## src/rtl/core/mrac_pkg.sv

```systemverilog
// ----------------------------------------------------------------------------
// mrac_pkg: shared types and constants of the perceptron classifier
// Sequencer states, store sections, the default network table and the
// control structs that pass between the sequencer and the datapath.
// ----------------------------------------------------------------------------
`default_nettype none

package mrac_pkg;

  localparam int DATA_W      = 16;
  localparam int PROD_W      = 32;
  localparam int ACC_W       = 40;
  // Index fields wide enough for the largest layer size that is supported.
  localparam int IDX_W       = 6;
  localparam int FEAT_PORTS  = 9;
  localparam int FEAT_IW     = 4;
  localparam int N_DEFAULTS  = 42;

  localparam logic signed [DATA_W-1:0] ONE_Q88 = 16'sd256;

  localparam logic CMD_WRITE    = 1'b0;
  localparam logic CMD_CLASSIFY = 1'b1;

  typedef enum logic [2:0] {
    ST_INIT,
    ST_IDLE,
    ST_HID,
    ST_WAIT_H,
    ST_OUT,
    ST_WAIT_O
  } state_t;

  typedef enum logic [1:0] {
    SEC_HW,
    SEC_HB,
    SEC_OW,
    SEC_OB
  } section_t;

  typedef struct packed {
    section_t                  kind;
    logic [6:0]                row;
    logic [6:0]                col;
    logic signed [DATA_W-1:0]  val;
  } init_entry_t;

  typedef struct packed {
    logic             valid;
    logic             first;
    logic             last;
    logic             out_layer;
    logic             load_feat;
    logic [IDX_W-1:0] fidx;
    logic [IDX_W-1:0] unit;
  } mac_ctl_t;

  typedef struct packed {
    logic hid_done;
    logic out_done;
  } mac_sts_t;

  localparam init_entry_t DEFAULTS [N_DEFAULTS] = '{
    '{SEC_HW, 7'd0,  7'd1,  16'sd512},  '{SEC_HW, 7'd0,  7'd0, -16'sd384},
    '{SEC_HW, 7'd0,  7'd8,  16'sd768},  '{SEC_HB, 7'd0,  7'd0, -16'sd512},
    '{SEC_HW, 7'd1,  7'd4,  16'sd512},  '{SEC_HW, 7'd1,  7'd3, -16'sd256},
    '{SEC_HW, 7'd1,  7'd7,  16'sd768},  '{SEC_HB, 7'd1,  7'd0, -16'sd384},
    '{SEC_HW, 7'd2,  7'd6,  16'sd1024}, '{SEC_HB, 7'd2,  7'd0, -16'sd256},
    '{SEC_HW, 7'd3,  7'd1, -16'sd256},  '{SEC_HW, 7'd3,  7'd4, -16'sd256},
    '{SEC_HW, 7'd3,  7'd6, -16'sd256},  '{SEC_HB, 7'd3,  7'd0,  16'sd512},
    '{SEC_HW, 7'd4,  7'd2, -16'sd512},  '{SEC_HB, 7'd4,  7'd0,  16'sd256},
    '{SEC_HW, 7'd5,  7'd0,  16'sd77},   '{SEC_HW, 7'd5,  7'd2,  16'sd128},
    '{SEC_HW, 7'd6,  7'd7,  16'sd256},  '{SEC_HW, 7'd6,  7'd4,  16'sd128},
    '{SEC_HW, 7'd7,  7'd5, -16'sd128},  '{SEC_HW, 7'd7,  7'd6,  16'sd205},
    '{SEC_HW, 7'd8,  7'd1,  16'sd128},  '{SEC_HW, 7'd8,  7'd2, -16'sd77},
    '{SEC_HW, 7'd9,  7'd3, -16'sd77},   '{SEC_HW, 7'd9,  7'd7,  16'sd128},
    '{SEC_HW, 7'd10, 7'd0,  16'sd51},   '{SEC_HW, 7'd10, 7'd6, -16'sd102},
    '{SEC_HW, 7'd11, 7'd4,  16'sd154},  '{SEC_HW, 7'd11, 7'd3, -16'sd77},
    '{SEC_OW, 7'd0,  7'd0,  16'sd768},  '{SEC_OW, 7'd0,  7'd4, -16'sd384},
    '{SEC_OB, 7'd0,  7'd0, -16'sd768},
    '{SEC_OW, 7'd1,  7'd1,  16'sd768},  '{SEC_OW, 7'd1,  7'd6,  16'sd128},
    '{SEC_OW, 7'd1,  7'd0, -16'sd128},  '{SEC_OB, 7'd1,  7'd0, -16'sd256},
    '{SEC_OW, 7'd2,  7'd2,  16'sd1280}, '{SEC_OW, 7'd2,  7'd0, -16'sd128},
    '{SEC_OB, 7'd2,  7'd0, -16'sd256},
    '{SEC_OW, 7'd3,  7'd3,  16'sd512},  '{SEC_OB, 7'd3,  7'd0, -16'sd256}
  };

  // Default value of one store word; words not in the table are zero.
  function automatic logic signed [DATA_W-1:0] default_word(input section_t   sec,
                                                            input logic [6:0] row,
                                                            input logic [6:0] col);
    logic signed [DATA_W-1:0] v;
    v = '0;
    for (int k = 0; k < N_DEFAULTS; k++) begin
      if (DEFAULTS[k].kind == sec && DEFAULTS[k].row == row && DEFAULTS[k].col == col) begin
        v = DEFAULTS[k].val;
      end
    end
    return v;
  endfunction

endpackage

`default_nettype wire

```

## src/rtl/core/mrac_ram.sv

```systemverilog
// ----------------------------------------------------------------------------
// mrac_ram: single-port-write, single-port-read synchronous memory
// One write and one registered read per cycle.
// ----------------------------------------------------------------------------
`default_nettype none

module mrac_ram #(
  parameter int DEPTH = 172,
  parameter int AW    = 8,
  parameter int W     = 16
) (
  input  wire logic          clk,
  input  wire logic          we,
  input  wire logic [AW-1:0] waddr,
  input  wire logic [W-1:0]  wdata,
  input  wire logic [AW-1:0] raddr,
  output logic      [W-1:0]  rdata
);

  logic [W-1:0] mem [DEPTH];

  always_ff @(posedge clk) begin
    if (we) begin
      mem[waddr] <= wdata;
    end
    rdata <= mem[raddr];
  end

endmodule

`default_nettype wire

```

## src/rtl/core/mrac_seq.sv

```systemverilog
// ----------------------------------------------------------------------------
// mrac_seq: sequencer of the classifier
// Loads the default network after reset, takes write and classify commands
// and walks the weight store one word per cycle for both layers.
// ----------------------------------------------------------------------------
`default_nettype none

module mrac_seq #(
  parameter int N_INPUTS  = 9,
  parameter int N_HIDDEN  = 12,
  parameter int N_OUTPUTS = 4,
  parameter int AW        = 8,
  parameter int HAW       = 4
) (
  input  wire logic                               clk,
  input  wire logic                               rst_n,
  input  wire logic                               start,
  input  wire logic                               in_cmd,
  input  wire logic        [7:0]                  in_param_index,
  input  wire logic signed [mrac_pkg::DATA_W-1:0] in_param_value,
  input  wire mrac_pkg::mac_sts_t                 sts,
  output logic                                    busy,
  output logic                                    w_we,
  output logic             [AW-1:0]               w_waddr,
  output logic signed      [mrac_pkg::DATA_W-1:0] w_wdata,
  output logic             [AW-1:0]               w_raddr,
  output logic             [HAW-1:0]              h_raddr,
  output mrac_pkg::mac_ctl_t                      ctl
);

  localparam int HB_BASE     = N_HIDDEN * N_INPUTS;
  localparam int OW_BASE     = HB_BASE + N_HIDDEN;
  localparam int OB_BASE     = OW_BASE + N_OUTPUTS * N_HIDDEN;
  localparam int STORE_WORDS = OB_BASE + N_OUTPUTS;
  localparam int UMAX        = (N_HIDDEN > N_OUTPUTS) ? N_HIDDEN : N_OUTPUTS;
  localparam int SMAX        = (N_INPUTS > N_HIDDEN) ? N_INPUTS : N_HIDDEN;
  localparam int UW          = $clog2(UMAX);
  localparam int SW          = $clog2(SMAX + 1);
  localparam int IW          = mrac_pkg::IDX_W;

  localparam logic [UW-1:0] U_HID_LAST = UW'(N_HIDDEN - 1);
  localparam logic [UW-1:0] U_OUT_LAST = UW'(N_OUTPUTS - 1);
  localparam logic [SW-1:0] S_NI       = SW'(N_INPUTS);
  localparam logic [SW-1:0] S_NH       = SW'(N_HIDDEN);
  localparam logic [SW-1:0] S_NI_LAST  = SW'(N_INPUTS - 1);
  localparam logic [SW-1:0] S_NH_LAST  = SW'(N_HIDDEN - 1);

  mrac_pkg::state_t   state_r, state_nxt;
  mrac_pkg::section_t sec_r, sec_nxt;
  logic [UW-1:0]      unit_r, unit_nxt;
  logic [SW-1:0]      step_r, step_nxt;
  logic [AW-1:0]      wptr_r, wptr_nxt;

  // Next state.
  always_comb begin
    state_nxt = state_r;
    case (state_r)
      mrac_pkg::ST_INIT: begin
        if (sec_r == mrac_pkg::SEC_OB && unit_r == U_OUT_LAST) begin
          state_nxt = mrac_pkg::ST_IDLE;
        end
      end
      mrac_pkg::ST_IDLE: begin
        if (start && in_cmd == mrac_pkg::CMD_CLASSIFY) begin
          state_nxt = mrac_pkg::ST_HID;
        end
      end
      mrac_pkg::ST_HID: begin
        if (step_r == S_NI && unit_r == U_HID_LAST) begin
          state_nxt = mrac_pkg::ST_WAIT_H;
        end
      end
      mrac_pkg::ST_WAIT_H: begin
        if (sts.hid_done) begin
          state_nxt = mrac_pkg::ST_OUT;
        end
      end
      mrac_pkg::ST_OUT: begin
        if (step_r == S_NH && unit_r == U_OUT_LAST) begin
          state_nxt = mrac_pkg::ST_WAIT_O;
        end
      end
      mrac_pkg::ST_WAIT_O: begin
        if (sts.out_done) begin
          state_nxt = mrac_pkg::ST_IDLE;
        end
      end
      default: begin
        state_nxt = mrac_pkg::ST_IDLE;
      end
    endcase
  end

  // Counters: section, row (unit), column (step) and store pointer.
  always_comb begin
    sec_nxt  = sec_r;
    unit_nxt = unit_r;
    step_nxt = step_r;
    wptr_nxt = wptr_r;
    case (state_r)
      mrac_pkg::ST_INIT: begin
        wptr_nxt = wptr_r + AW'(1);
        case (sec_r)
          mrac_pkg::SEC_HW: begin
            if (step_r == S_NI_LAST) begin
              step_nxt = '0;
              if (unit_r == U_HID_LAST) begin
                unit_nxt = '0;
                sec_nxt  = mrac_pkg::SEC_HB;
              end else begin
                unit_nxt = unit_r + UW'(1);
              end
            end else begin
              step_nxt = step_r + SW'(1);
            end
          end
          mrac_pkg::SEC_HB: begin
            if (unit_r == U_HID_LAST) begin
              unit_nxt = '0;
              sec_nxt  = mrac_pkg::SEC_OW;
            end else begin
              unit_nxt = unit_r + UW'(1);
            end
          end
          mrac_pkg::SEC_OW: begin
            if (step_r == S_NH_LAST) begin
              step_nxt = '0;
              if (unit_r == U_OUT_LAST) begin
                unit_nxt = '0;
                sec_nxt  = mrac_pkg::SEC_OB;
              end else begin
                unit_nxt = unit_r + UW'(1);
              end
            end else begin
              step_nxt = step_r + SW'(1);
            end
          end
          default: begin
            unit_nxt = unit_r + UW'(1);
          end
        endcase
      end
      mrac_pkg::ST_IDLE: begin
        if (start && in_cmd == mrac_pkg::CMD_CLASSIFY) begin
          wptr_nxt = '0;
          unit_nxt = '0;
          step_nxt = '0;
        end
      end
      mrac_pkg::ST_HID: begin
        if (step_r != '0) begin
          wptr_nxt = wptr_r + AW'(1);
        end
        if (step_r == S_NI) begin
          step_nxt = '0;
          unit_nxt = (unit_r == U_HID_LAST) ? '0 : unit_r + UW'(1);
        end else begin
          step_nxt = step_r + SW'(1);
        end
      end
      mrac_pkg::ST_WAIT_H: begin
        wptr_nxt = AW'(OW_BASE);
        unit_nxt = '0;
        step_nxt = '0;
      end
      mrac_pkg::ST_OUT: begin
        if (step_r != '0) begin
          wptr_nxt = wptr_r + AW'(1);
        end
        if (step_r == S_NH) begin
          step_nxt = '0;
          unit_nxt = (unit_r == U_OUT_LAST) ? '0 : unit_r + UW'(1);
        end else begin
          step_nxt = step_r + SW'(1);
        end
      end
      default: begin
        wptr_nxt = wptr_r;
      end
    endcase
  end

  // Outputs: store write port, read addresses and the MAC control word.
  always_comb begin
    busy    = 1'b1;
    w_we    = 1'b0;
    w_waddr = wptr_r;
    w_wdata = in_param_value;
    w_raddr = wptr_r;
    h_raddr = HAW'(step_r - SW'(1));
    ctl     = '0;
    case (state_r)
      mrac_pkg::ST_INIT: begin
        w_we    = 1'b1;
        w_wdata = mrac_pkg::default_word(sec_r, 7'(unit_r), 7'(step_r));
      end
      mrac_pkg::ST_IDLE: begin
        busy = 1'b0;
        if (start && in_cmd == mrac_pkg::CMD_WRITE && 32'(in_param_index) < STORE_WORDS) begin
          w_we    = 1'b1;
          w_waddr = AW'(in_param_index);
        end
        ctl.load_feat = start && in_cmd == mrac_pkg::CMD_CLASSIFY;
      end
      mrac_pkg::ST_HID: begin
        w_raddr   = (step_r == '0) ? AW'(HB_BASE) + AW'(unit_r) : wptr_r;
        ctl.valid = 1'b1;
        ctl.first = (step_r == '0);
        ctl.last  = (step_r == S_NI);
        ctl.fidx  = IW'(step_r - SW'(1));
        ctl.unit  = IW'(unit_r);
      end
      mrac_pkg::ST_OUT: begin
        w_raddr       = (step_r == '0) ? AW'(OB_BASE) + AW'(unit_r) : wptr_r;
        ctl.valid     = 1'b1;
        ctl.first     = (step_r == '0);
        ctl.last      = (step_r == S_NH);
        ctl.out_layer = 1'b1;
        ctl.unit      = IW'(unit_r);
      end
      default: begin
        busy = 1'b1;
      end
    endcase
  end

  always_ff @(posedge clk) begin
    if (!rst_n) begin
      state_r <= mrac_pkg::ST_INIT;
      sec_r   <= mrac_pkg::SEC_HW;
      unit_r  <= '0;
      step_r  <= '0;
      wptr_r  <= '0;
    end else begin
      state_r <= state_nxt;
      sec_r   <= sec_nxt;
      unit_r  <= unit_nxt;
      step_r  <= step_nxt;
      wptr_r  <= wptr_nxt;
    end
  end

endmodule

`default_nettype wire

```

## src/rtl/core/mrac_dp.sv

```systemverilog
// ----------------------------------------------------------------------------
// mrac_dp: multiply-accumulate datapath of the classifier
// Operand select and 16x16 multiply, 40-bit accumulate, then ReLU with
// saturation into the hidden store or a running argmax over the scores.
// ----------------------------------------------------------------------------
`default_nettype none

module mrac_dp #(
  parameter int N_INPUTS  = 9,
  parameter int N_HIDDEN  = 12,
  parameter int N_OUTPUTS = 4
) (
  input  wire logic                               clk,
  input  wire logic                               rst_n,
  input  wire logic signed [mrac_pkg::DATA_W-1:0] in_feat [mrac_pkg::FEAT_PORTS],
  input  wire mrac_pkg::mac_ctl_t                 ctl,
  input  wire logic signed [mrac_pkg::DATA_W-1:0] w_rdata,
  input  wire logic signed [mrac_pkg::DATA_W-1:0] h_rdata,
  output logic                                    h_we,
  output logic             [mrac_pkg::IDX_W-1:0]  h_waddr,
  output logic signed      [mrac_pkg::DATA_W-1:0] h_wdata,
  output mrac_pkg::mac_sts_t                      sts,
  output logic                                    out_valid,
  output logic             [1:0]                  out_action
);

  localparam int OW = $clog2(N_OUTPUTS);
  localparam int IW = mrac_pkg::IDX_W;

  localparam logic [IW-1:0] FEAT_LIMIT = IW'((N_INPUTS < mrac_pkg::FEAT_PORTS) ?
                                             N_INPUTS : mrac_pkg::FEAT_PORTS);
  localparam logic [IW-1:0] HID_LAST   = IW'(N_HIDDEN - 1);
  localparam logic [IW-1:0] OUT_LAST   = IW'(N_OUTPUTS - 1);

  logic signed [mrac_pkg::DATA_W-1:0] feat_r [mrac_pkg::FEAT_PORTS];
  mrac_pkg::mac_ctl_t                 ctl1_r, ctl2_r, ctl3_r;
  logic signed [mrac_pkg::DATA_W-1:0] opa;
  logic signed [mrac_pkg::PROD_W-1:0] prod_r, prod_nxt;
  logic signed [mrac_pkg::ACC_W-1:0]  acc_r, acc_nxt, prod_ext;
  logic signed [mrac_pkg::ACC_W-1:0]  best_r;
  logic        [OW-1:0]               best_idx_r, idx_here;
  logic                               win, out_last;
  logic                               out_valid_r;
  logic        [1:0]                  out_action_r;

  // Bias words are scaled by one in Q8.8 so that they line up with products.
  always_comb begin
    if (ctl1_r.first) begin
      opa = mrac_pkg::ONE_Q88;
    end else if (ctl1_r.out_layer) begin
      opa = h_rdata;
    end else if (ctl1_r.fidx < FEAT_LIMIT) begin
      opa = feat_r[ctl1_r.fidx[mrac_pkg::FEAT_IW-1:0]];
    end else begin
      opa = '0;
    end
    prod_nxt = opa * w_rdata;
  end

  always_comb begin
    prod_ext = mrac_pkg::ACC_W'(prod_r);
    acc_nxt  = ctl2_r.first ? prod_ext : acc_r + prod_ext;
  end

  // ReLU, truncate to Q8.8 and saturate at the largest positive value.
  always_comb begin
    if (acc_r <= 0) begin
      h_wdata = '0;
    end else if (acc_r[38:23] != '0) begin
      h_wdata = 16'sh7fff;
    end else begin
      h_wdata = acc_r[23:8];
    end
    h_we         = ctl3_r.valid && ctl3_r.last && !ctl3_r.out_layer;
    h_waddr      = ctl3_r.unit;
    out_last     = ctl3_r.valid && ctl3_r.last && ctl3_r.out_layer;
    idx_here     = OW'(ctl3_r.unit);
    win          = (ctl3_r.unit == '0) || (acc_r > best_r);
    sts.hid_done = h_we && ctl3_r.unit == HID_LAST;
    sts.out_done = out_last && ctl3_r.unit == OUT_LAST;
  end

  always_ff @(posedge clk) begin
    if (!rst_n) begin
      ctl1_r      <= '0;
      ctl2_r      <= '0;
      ctl3_r      <= '0;
      out_valid_r <= 1'b0;
    end else begin
      ctl1_r      <= ctl;
      ctl2_r      <= ctl1_r;
      ctl3_r      <= ctl2_r;
      out_valid_r <= sts.out_done;
    end
  end

  always_ff @(posedge clk) begin
    if (ctl.load_feat) begin
      feat_r <= in_feat;
    end
    prod_r <= prod_nxt;
    if (ctl2_r.valid) begin
      acc_r <= acc_nxt;
    end
    if (out_last && win) begin
      best_r     <= acc_r;
      best_idx_r <= idx_here;
    end
    if (sts.out_done) begin
      out_action_r <= 2'(win ? idx_here : best_idx_r);
    end
  end

  assign out_valid  = out_valid_r;
  assign out_action = out_action_r;

endmodule

`default_nettype wire

```

## src/rtl/core/mlp_relu_argmax_classifier_core.sv

```systemverilog
// ----------------------------------------------------------------------------
// mlp_relu_argmax_classifier_core: two-layer perceptron action classifier
// Weight store, hidden store, sequencer and one shared MAC datapath.
// ----------------------------------------------------------------------------
// Classify: the result strobe of a classify word comes after both layers
//   have been read through the single weight-store read port; busy drops in
//   the strobe cycle, so a classify word is not taken until the one before it
//   has given its result. A write word is taken while idle and keeps busy low.
// Reset: the default network is loaded one word per cycle with busy high.
//   The receiver cannot stall; each result shows for one cycle.
`default_nettype none

module mlp_relu_argmax_classifier_core #(
  parameter int N_INPUTS  = 9,
  parameter int N_HIDDEN  = 12,
  parameter int N_OUTPUTS = 4
) (
  input  wire logic                               clk,
  input  wire logic                               rst_n,
  input  wire logic                               start,
  output logic                                    busy,
  input  wire logic                               in_cmd,
  input  wire logic        [7:0]                  in_param_index,
  input  wire logic signed [mrac_pkg::DATA_W-1:0] in_param_value,
  input  wire logic signed [mrac_pkg::DATA_W-1:0] in_feat_0,
  input  wire logic signed [mrac_pkg::DATA_W-1:0] in_feat_1,
  input  wire logic signed [mrac_pkg::DATA_W-1:0] in_feat_2,
  input  wire logic signed [mrac_pkg::DATA_W-1:0] in_feat_3,
  input  wire logic signed [mrac_pkg::DATA_W-1:0] in_feat_4,
  input  wire logic signed [mrac_pkg::DATA_W-1:0] in_feat_5,
  input  wire logic signed [mrac_pkg::DATA_W-1:0] in_feat_6,
  input  wire logic signed [mrac_pkg::DATA_W-1:0] in_feat_7,
  input  wire logic signed [mrac_pkg::DATA_W-1:0] in_feat_8,
  output logic                                    out_valid,
  output logic             [1:0]                  out_action
);

  // The store holds hidden weights, hidden biases, output weights and output
  // biases back to back, in that order.
  localparam int STORE_WORDS = N_HIDDEN * N_INPUTS + N_HIDDEN + N_OUTPUTS * N_HIDDEN
                               + N_OUTPUTS;
  localparam int AW          = $clog2(STORE_WORDS);
  localparam int HAW         = (N_HIDDEN > 1) ? $clog2(N_HIDDEN) : 1;
  localparam int DW          = mrac_pkg::DATA_W;

  logic signed [DW-1:0]      feat [mrac_pkg::FEAT_PORTS];
  mrac_pkg::mac_ctl_t        ctl;
  mrac_pkg::mac_sts_t        sts;
  logic                      w_we;
  logic [AW-1:0]             w_waddr, w_raddr;
  logic signed [DW-1:0]      w_wdata, w_rdata;
  logic [HAW-1:0]            h_raddr;
  logic                      h_we;
  logic [mrac_pkg::IDX_W-1:0] h_waddr;
  logic signed [DW-1:0]      h_wdata, h_rdata;

  assign feat[0] = in_feat_0;
  assign feat[1] = in_feat_1;
  assign feat[2] = in_feat_2;
  assign feat[3] = in_feat_3;
  assign feat[4] = in_feat_4;
  assign feat[5] = in_feat_5;
  assign feat[6] = in_feat_6;
  assign feat[7] = in_feat_7;
  assign feat[8] = in_feat_8;

  // The sequencer owns the store write port: the default load after reset
  // and write words when idle. While a classify runs it only reads.
  mrac_seq #(
    .N_INPUTS  (N_INPUTS),
    .N_HIDDEN  (N_HIDDEN),
    .N_OUTPUTS (N_OUTPUTS),
    .AW        (AW),
    .HAW       (HAW)
  ) u_seq (
    .clk            (clk),
    .rst_n          (rst_n),
    .start          (start),
    .in_cmd         (in_cmd),
    .in_param_index (in_param_index),
    .in_param_value (in_param_value),
    .sts            (sts),
    .busy           (busy),
    .w_we           (w_we),
    .w_waddr        (w_waddr),
    .w_wdata        (w_wdata),
    .w_raddr        (w_raddr),
    .h_raddr        (h_raddr),
    .ctl            (ctl)
  );

  mrac_ram #(
    .DEPTH (STORE_WORDS),
    .AW    (AW),
    .W     (DW)
  ) u_wstore (
    .clk   (clk),
    .we    (w_we),
    .waddr (w_waddr),
    .wdata (w_wdata),
    .raddr (w_raddr),
    .rdata (w_rdata)
  );

  // Hidden values are written as each unit finishes. The sequencer waits for
  // the last one to land before the output layer starts reading.
  mrac_ram #(
    .DEPTH (N_HIDDEN),
    .AW    (HAW),
    .W     (DW)
  ) u_hstore (
    .clk   (clk),
    .we    (h_we),
    .waddr (HAW'(h_waddr)),
    .wdata (h_wdata),
    .raddr (h_raddr),
    .rdata (h_rdata)
  );

  mrac_dp #(
    .N_INPUTS  (N_INPUTS),
    .N_HIDDEN  (N_HIDDEN),
    .N_OUTPUTS (N_OUTPUTS)
  ) u_dp (
    .clk        (clk),
    .rst_n      (rst_n),
    .in_feat    (feat),
    .ctl        (ctl),
    .w_rdata    (w_rdata),
    .h_rdata    (h_rdata),
    .h_we       (h_we),
    .h_waddr    (h_waddr),
    .h_wdata    (h_wdata),
    .sts        (sts),
    .out_valid  (out_valid),
    .out_action (out_action)
  );

endmodule

`default_nettype wire

```

## config.mk

```make
export PLATFORM = sky130hd
export DESIGN_NAME = mlp_relu_argmax_classifier_core
export DESIGN_NICKNAME = d
export VERILOG_FILES = /design/src/rtl/core/mrac_pkg.sv /design/src/rtl/core/mrac_ram.sv /design/src/rtl/core/mrac_seq.sv /design/src/rtl/core/mrac_dp.sv /design/src/rtl/core/mlp_relu_argmax_classifier_core.sv
export SDC_FILE = /design/constraint.sdc
export NUM_CORES = 2
export LEC_CHECK = 0
export ABC_AREA = 1
export BUFFER_PORTS_ARGS = -buffer_cell sky130_fd_sc_hd__buf_4
export CORE_UTILIZATION = 28
export DETAILED_ROUTE_END_ITERATION = 12
export PLACE_DENSITY = 0.53
export SLEW_MARGIN = 10
export SYNTH_ARGS = -nofsm -noshare
export SYNTH_HDL_FRONTEND = slang
export SYNTH_SLANG_ARGS = --single-unit
```

## constraint.sdc

```tcl
create_clock -name clk -period 9.9 [get_ports clk]
set_input_delay 1.98 -clock clk [delete_from_list [all_inputs] [get_ports clk]]
set_output_delay 1.98 -clock clk [all_outputs]
set_load 0.01 [all_outputs]
```

==> tab_implementation.tex <==
\begin{tabular}{lr}
\hline
Metric & Value \\
\hline
\multicolumn{2}{l}{\textbf{Clock network}} \\
\quad Number of buffers added to fix hold violations after cts & 0 \\
\quad CTS buffer count & 351 \\
\quad Insertion delay of the later-clocked pin in the worst-skew pair & 0.96 ns \\
\quad Maximum number of buffers from clock root to sink & 4 \\
\quad PostCTS Resize Cnt & 0 \\
\quad Count of buffers added by post-CTS timing repair for setup & 0 \\
\quad Register clock-pin slew on the reported worst setup and hold paths & 0.06 ns \\
\quad Number of H-tree levels & 5 \\
\quad TritonCTS Sinks & 3286 \\
\quad CTS tree & built \\
\quad CTS root buffer & sky130\_fd\_sc\_hd\_\_clkbuf\_16 \\
\multicolumn{2}{l}{\textbf{Floorplan}} \\
\quad Width of the die & 715 um \\
\quad Core area & 506000 sq um \\
\quad Core Rows & 261 \\
\quad Number of ports placed on the die boundary & 176 \\
\quad Total Die Area & 512000 sq um \\
\quad Chip Height & 715 um \\
\quad Starting density of the core & 0.282 \\
\multicolumn{2}{l}{\textbf{Timing}} \\
\quad Worst rel slew slack & 0.112 \\
\quad Worst clock skew & 0.0570 ns \\
\quad Final Hold Vio Count & 0 \\
\quad Transition time of the tightest slew-check pin & 1.33 ns \\
\quad Achievable Freq & 117 MHz \\
\quad Clock period minus final worst setup slack & 8.52 ns \\
\quad RSZ-0062 raised after global routing & false \\
\quad Sum of negative setup slack & 0 ns \\
\quad \# setup viols final & 0 \\
\quad Fraction of the cycle the final worst path needs & 0.861 \\
\quad Max-slew violation count & 0 \\
\multicolumn{2}{l}{\textbf{Setup path}} \\
\quad Register-to-register path setup slack & 1.38 ns \\
\quad Arrival time reported for the critical path endpoint & 9.30 ns \\
\quad Launch instance of the worst register-to-register path & u\_dp.ctl1\_r[7]\$\_SDFF\_PN0\_ \\
\quad Crit path largest cell delay & 0.73 ns \\
\quad Depth of the most critical reg-to-reg path & 27 \\
\quad Slowest-stage cell, CP & sky130\_fd\_sc\_hd\_\_inv\_1 \\
\quad Crit end category & register \\
\quad R2R Path End & u\_dp.prod\_r[29]\$\_DFF\_P\_ \\
\quad Cell mode on critical path & sky130\_fd\_sc\_hd\_\_fa\_1 \\
\quad Largest fanout on the critical path & 34 \\
\quad CP required & 10.69 ns \\
\quad Worst setup SP type & register \\
\quad Source of the critical timing path & u\_dp.ctl1\_r[7]\$\_SDFF\_PN0\_ \\
\quad Crit Path Category & register to register \\
\multicolumn{2}{l}{\textbf{Drt}} \\
\quad Routed via count divided by cell count & 5.01 \\
\quad Antenna violation net count after detailed routing & 0 \\
\quad First-pass iteration count of the detailed router & 7 \\
\quad Wire length per cell after detailed routing & 23.3 um \\
\quad Via total after detailed routing & 94800 \\
\quad Violation count after the first detailed-route iteration & 10700 \\
\quad Post-route DRC & 0 \\
\quad Total Routed Length & 442000 um \\
\multicolumn{2}{l}{\textbf{Finish}} \\
\quad Net count, final & 12500 \\
\quad Area Growth Syn to Fin & 14.7\% \\
\quad Most common cell after layout, fill and taps aside & sky130\_fd\_sc\_hd\_\_edfxtp\_1 \\
\quad Most frequent cells in the layout & sky130\_fd\_sc\_hd\_\_edfxtp\_1 (3172), sky130\_fd\_sc\_hd\_\_nor2\_1 (2054), sky130\_fd\_sc\_hd\_\_o21ai\_0 (1643) \\
\quad Share of layout cells above drive strength 1 & 0.0885 \\
\multicolumn{2}{l}{\textbf{Global route}} \\
\quad Overall global routing resource usage & 0.166 \\
\quad Via count of the first global-routing pass & 89300 \\
\quad Largest net degree at the start of global routing & 196 \\
\quad Initial antenna violation count & 20 \\
\quad GRT overflow & 0 \\
\quad Wire length of the first global-routing pass & 636000 um \\
\multicolumn{2}{l}{\textbf{Synth}} \\
\quad Gate count after technology mapping & 11800 \\
\quad Leading register cell type out of synthesis & sky130\_fd\_sc\_hd\_\_edfxtp\_1 \\
\quad Post-synthesis instance area & 142000 sq um \\
\quad Seq/Total Area, Yosys & 0.685 \\
\quad Warnings from Yosys & 0 \\
\quad Number of flops mapped to enable cells by yosys & 3172 \\
\quad Number of synthesized register bits & 3286 \\
\quad Synth Area per Inst & 12.1 sq um \\
\quad Distinct cell type count of the synthesized netlist & 51 \\
\quad Fraction of registers with async set or reset after synthesis & 0 \\
\multicolumn{2}{l}{\textbf{Placement}} \\
\quad Post-DP HPWL & 262000 um \\
\quad Port Buffer Count & 175 \\
\quad RD Place Congestion & 0.874 \\
\multicolumn{2}{l}{\textbf{Worst hold path}} \\
\quad End point of the worst hold path & u\_dp.h\_waddr[3]\$\_SDFF\_PN0\_ \\
\quad Cell depth of the worst hold path & 2 \\
\quad Hold/Removal Path Class & register to register \\
\quad Worst hold start & u\_dp.ctl2\_r[3]\$\_SDFF\_PN0\_ \\
\multicolumn{2}{l}{\textbf{Run}} \\
\quad Number of max-cap violations & 0 \\
\multicolumn{2}{l}{\textbf{Outcome}} \\
\quad Status & completed \\
\hline
\end{tabular}
-- sequential cells by signal, indices dropped and copies added (netlist names) --
| register | flops |
|---|---|
| u_seq.sec_r | 2 |
| u_hstore.rdata | 16 |
| u_seq.wptr_r | 8 |
| u_dp.ctl1_r | 13 |
| u_seq.step_r | 4 |
| u_dp.out_action | 2 |
| u_dp.out_valid | 1 |
| u_dp.acc_r | 40 |
| u_wstore.mem | 2752 |
| u_hstore.mem | 192 |
| u_dp.best_idx_r | 2 |
| u_dp.ctl2_r | 8 |
| u_seq.state_r | 3 |
| u_dp.best_r | 40 |
| u_dp.feat_r | 144 |
| u_dp.prod_r | 32 |
| u_dp.h_waddr | 4 |
| u_seq.unit_r | 4 |
| u_dp.ctl3_r | 3 |
| u_wstore.rdata | 16 |
-- cell families (layout without fill, tap and decap cells) --
logic type	after synthesis	in the layout	share of synthesized area
flip-flops	3286	3286	0.685
AO/OA/AOI/OAI	2950	2950	0.117
adder cells (fa/ha/maj)	443	443	0.0528
AND/OR/NAND/NOR	3795	3795	0.105
other	1	24	0.0000263
buffers and inverters	1285	1665	0.0375
XOR/XNOR	51	51	0.00313
-- cell type report --
cell class | instances | area, sq um
fillers | 50200 | 342000
well taps | 6706 | 8390
diodes | 12 | 30.0
clock buffers | 439 | 9340
inverters | 548 | 2100
flip-flops and latches | 3286 | 97500
repair buffers | 484 | 4020
multi-input cells | 7251 | 40000
clock inverters | 194 | 2070
-- cell usage after synthesis (3+ instances only) --
library cell               instances  area [sq um]
sky130_fd_sc_hd__edfxtp_1       3172         95300
sky130_fd_sc_hd__nor2_1         2079          7800
sky130_fd_sc_hd__o21ai_0        1644          8230
sky130_fd_sc_hd__nand2_1        1224          4590
sky130_fd_sc_hd__o22ai_1         676          4230
sky130_fd_sc_hd__inv_1           539          2020
sky130_fd_sc_hd__clkbuf_1        427          1600
sky130_fd_sc_hd__nand3_1         366          1830
sky130_fd_sc_hd__fa_1            264          5290
sky130_fd_sc_hd__buf_2           224          1120
sky130_fd_sc_hd__ha_1            179          2240
sky130_fd_sc_hd__a21oi_1         173           866
sky130_fd_sc_hd__o211ai_1        152          1140
sky130_fd_sc_hd__dfxtp_1         114          2280
sky130_fd_sc_hd__o221ai_1        111           972
sky130_fd_sc_hd__o21ai_1         105           526
sky130_fd_sc_hd__nor3_1           45           225
sky130_fd_sc_hd__buf_4            36           270
sky130_fd_sc_hd__buf_1            31           116
sky130_fd_sc_hd__or2_2            28           175
sky130_fd_sc_hd__xor2_1           28           245
sky130_fd_sc_hd__xnor2_1          23           201
sky130_fd_sc_hd__nand4_1          21           131
sky130_fd_sc_hd__o21bai_1         21           158
sky130_fd_sc_hd__a31oi_1          18           113
sky130_fd_sc_hd__a22o_1           15           131
sky130_fd_sc_hd__nor4_1           15          93.8
sky130_fd_sc_hd__buf_6            12           135
sky130_fd_sc_hd__a21o_1           10          75.1
sky130_fd_sc_hd__a211oi_1          9          67.6
sky130_fd_sc_hd__clkbuf_2          7          35.0
sky130_fd_sc_hd__o21a_1            7          52.6
sky130_fd_sc_hd__inv_2             5          18.8
sky130_fd_sc_hd__a21boi_0          4          30.0
sky130_fd_sc_hd__nand2_2           3          18.8
sky130_fd_sc_hd__nand2_4           3          33.8
-- worst max-delay path by stage --
stage	end	slack, ns	cells after the start
final	u_dp.prod_r[29]$_DFF_P_	1.38	27
after global routing	u_dp.prod_r[29]$_DFF_P_	0.77	27
after CTS	u_dp.prod_r[29]$_DFF_P_	1.37	27
after detailed placement	u_dp.prod_r[29]$_DFF_P_	1.46	27
after global placement	u_dp.prod_r[29]$_DFF_P_	1.26	27
after floorplan	u_dp.feat_r[0]$_DFFE_PP_	1.28	2
-- routing by layer --
| layer | track usage | up-vias | part of all wire |
|---|---|---|---|
| met2 | 0.254 | 3624 | 0.44 |
| met4 | 0.0459 | 2 | 0.029 |
| met1 | 0.241 | 47900 | 0.45 |
| met5 | 0 | - | 0.000016 |
| met3 | 0.0299 | 605 | 0.077 |
| li1 | - | 42800 | - |
-- worst max-delay path: cells and delay by family (launching register included) --
| family | cells | cell delay (ns) |
|---|---|---|
| AO/OA/AOI/OAI | 6 | 1.07 |
| XOR/XNOR | 1 | 0.15 |
| adder cells (fa/ha/maj) | 7 | 3.56 |
| buffers and inverters | 5 | 1.32 |
| flip-flops | 1 | 0.50 |
| AND/OR/NAND/NOR | 8 | 1.71 |
-- through the flow --
stage	utilization	cells	hold WS, ns	cell area (sq um)	setup slack, ns
after floorplan	-	11800	0.390	143000	1.28
after global placement	0.300	18300	0.395	152000	1.26
after detailed placement	0.300	18300	0.398	152000	1.46
after CTS	0.323	18900	0.406	163000	1.37
after global routing	0.323	18900	0.417	163000	0.769
final	0.323	18900	0.413	163000	1.38
Power is not shown: default switching activity piles up to over one toggle a cycle in this logic, so the estimate is an artifact.
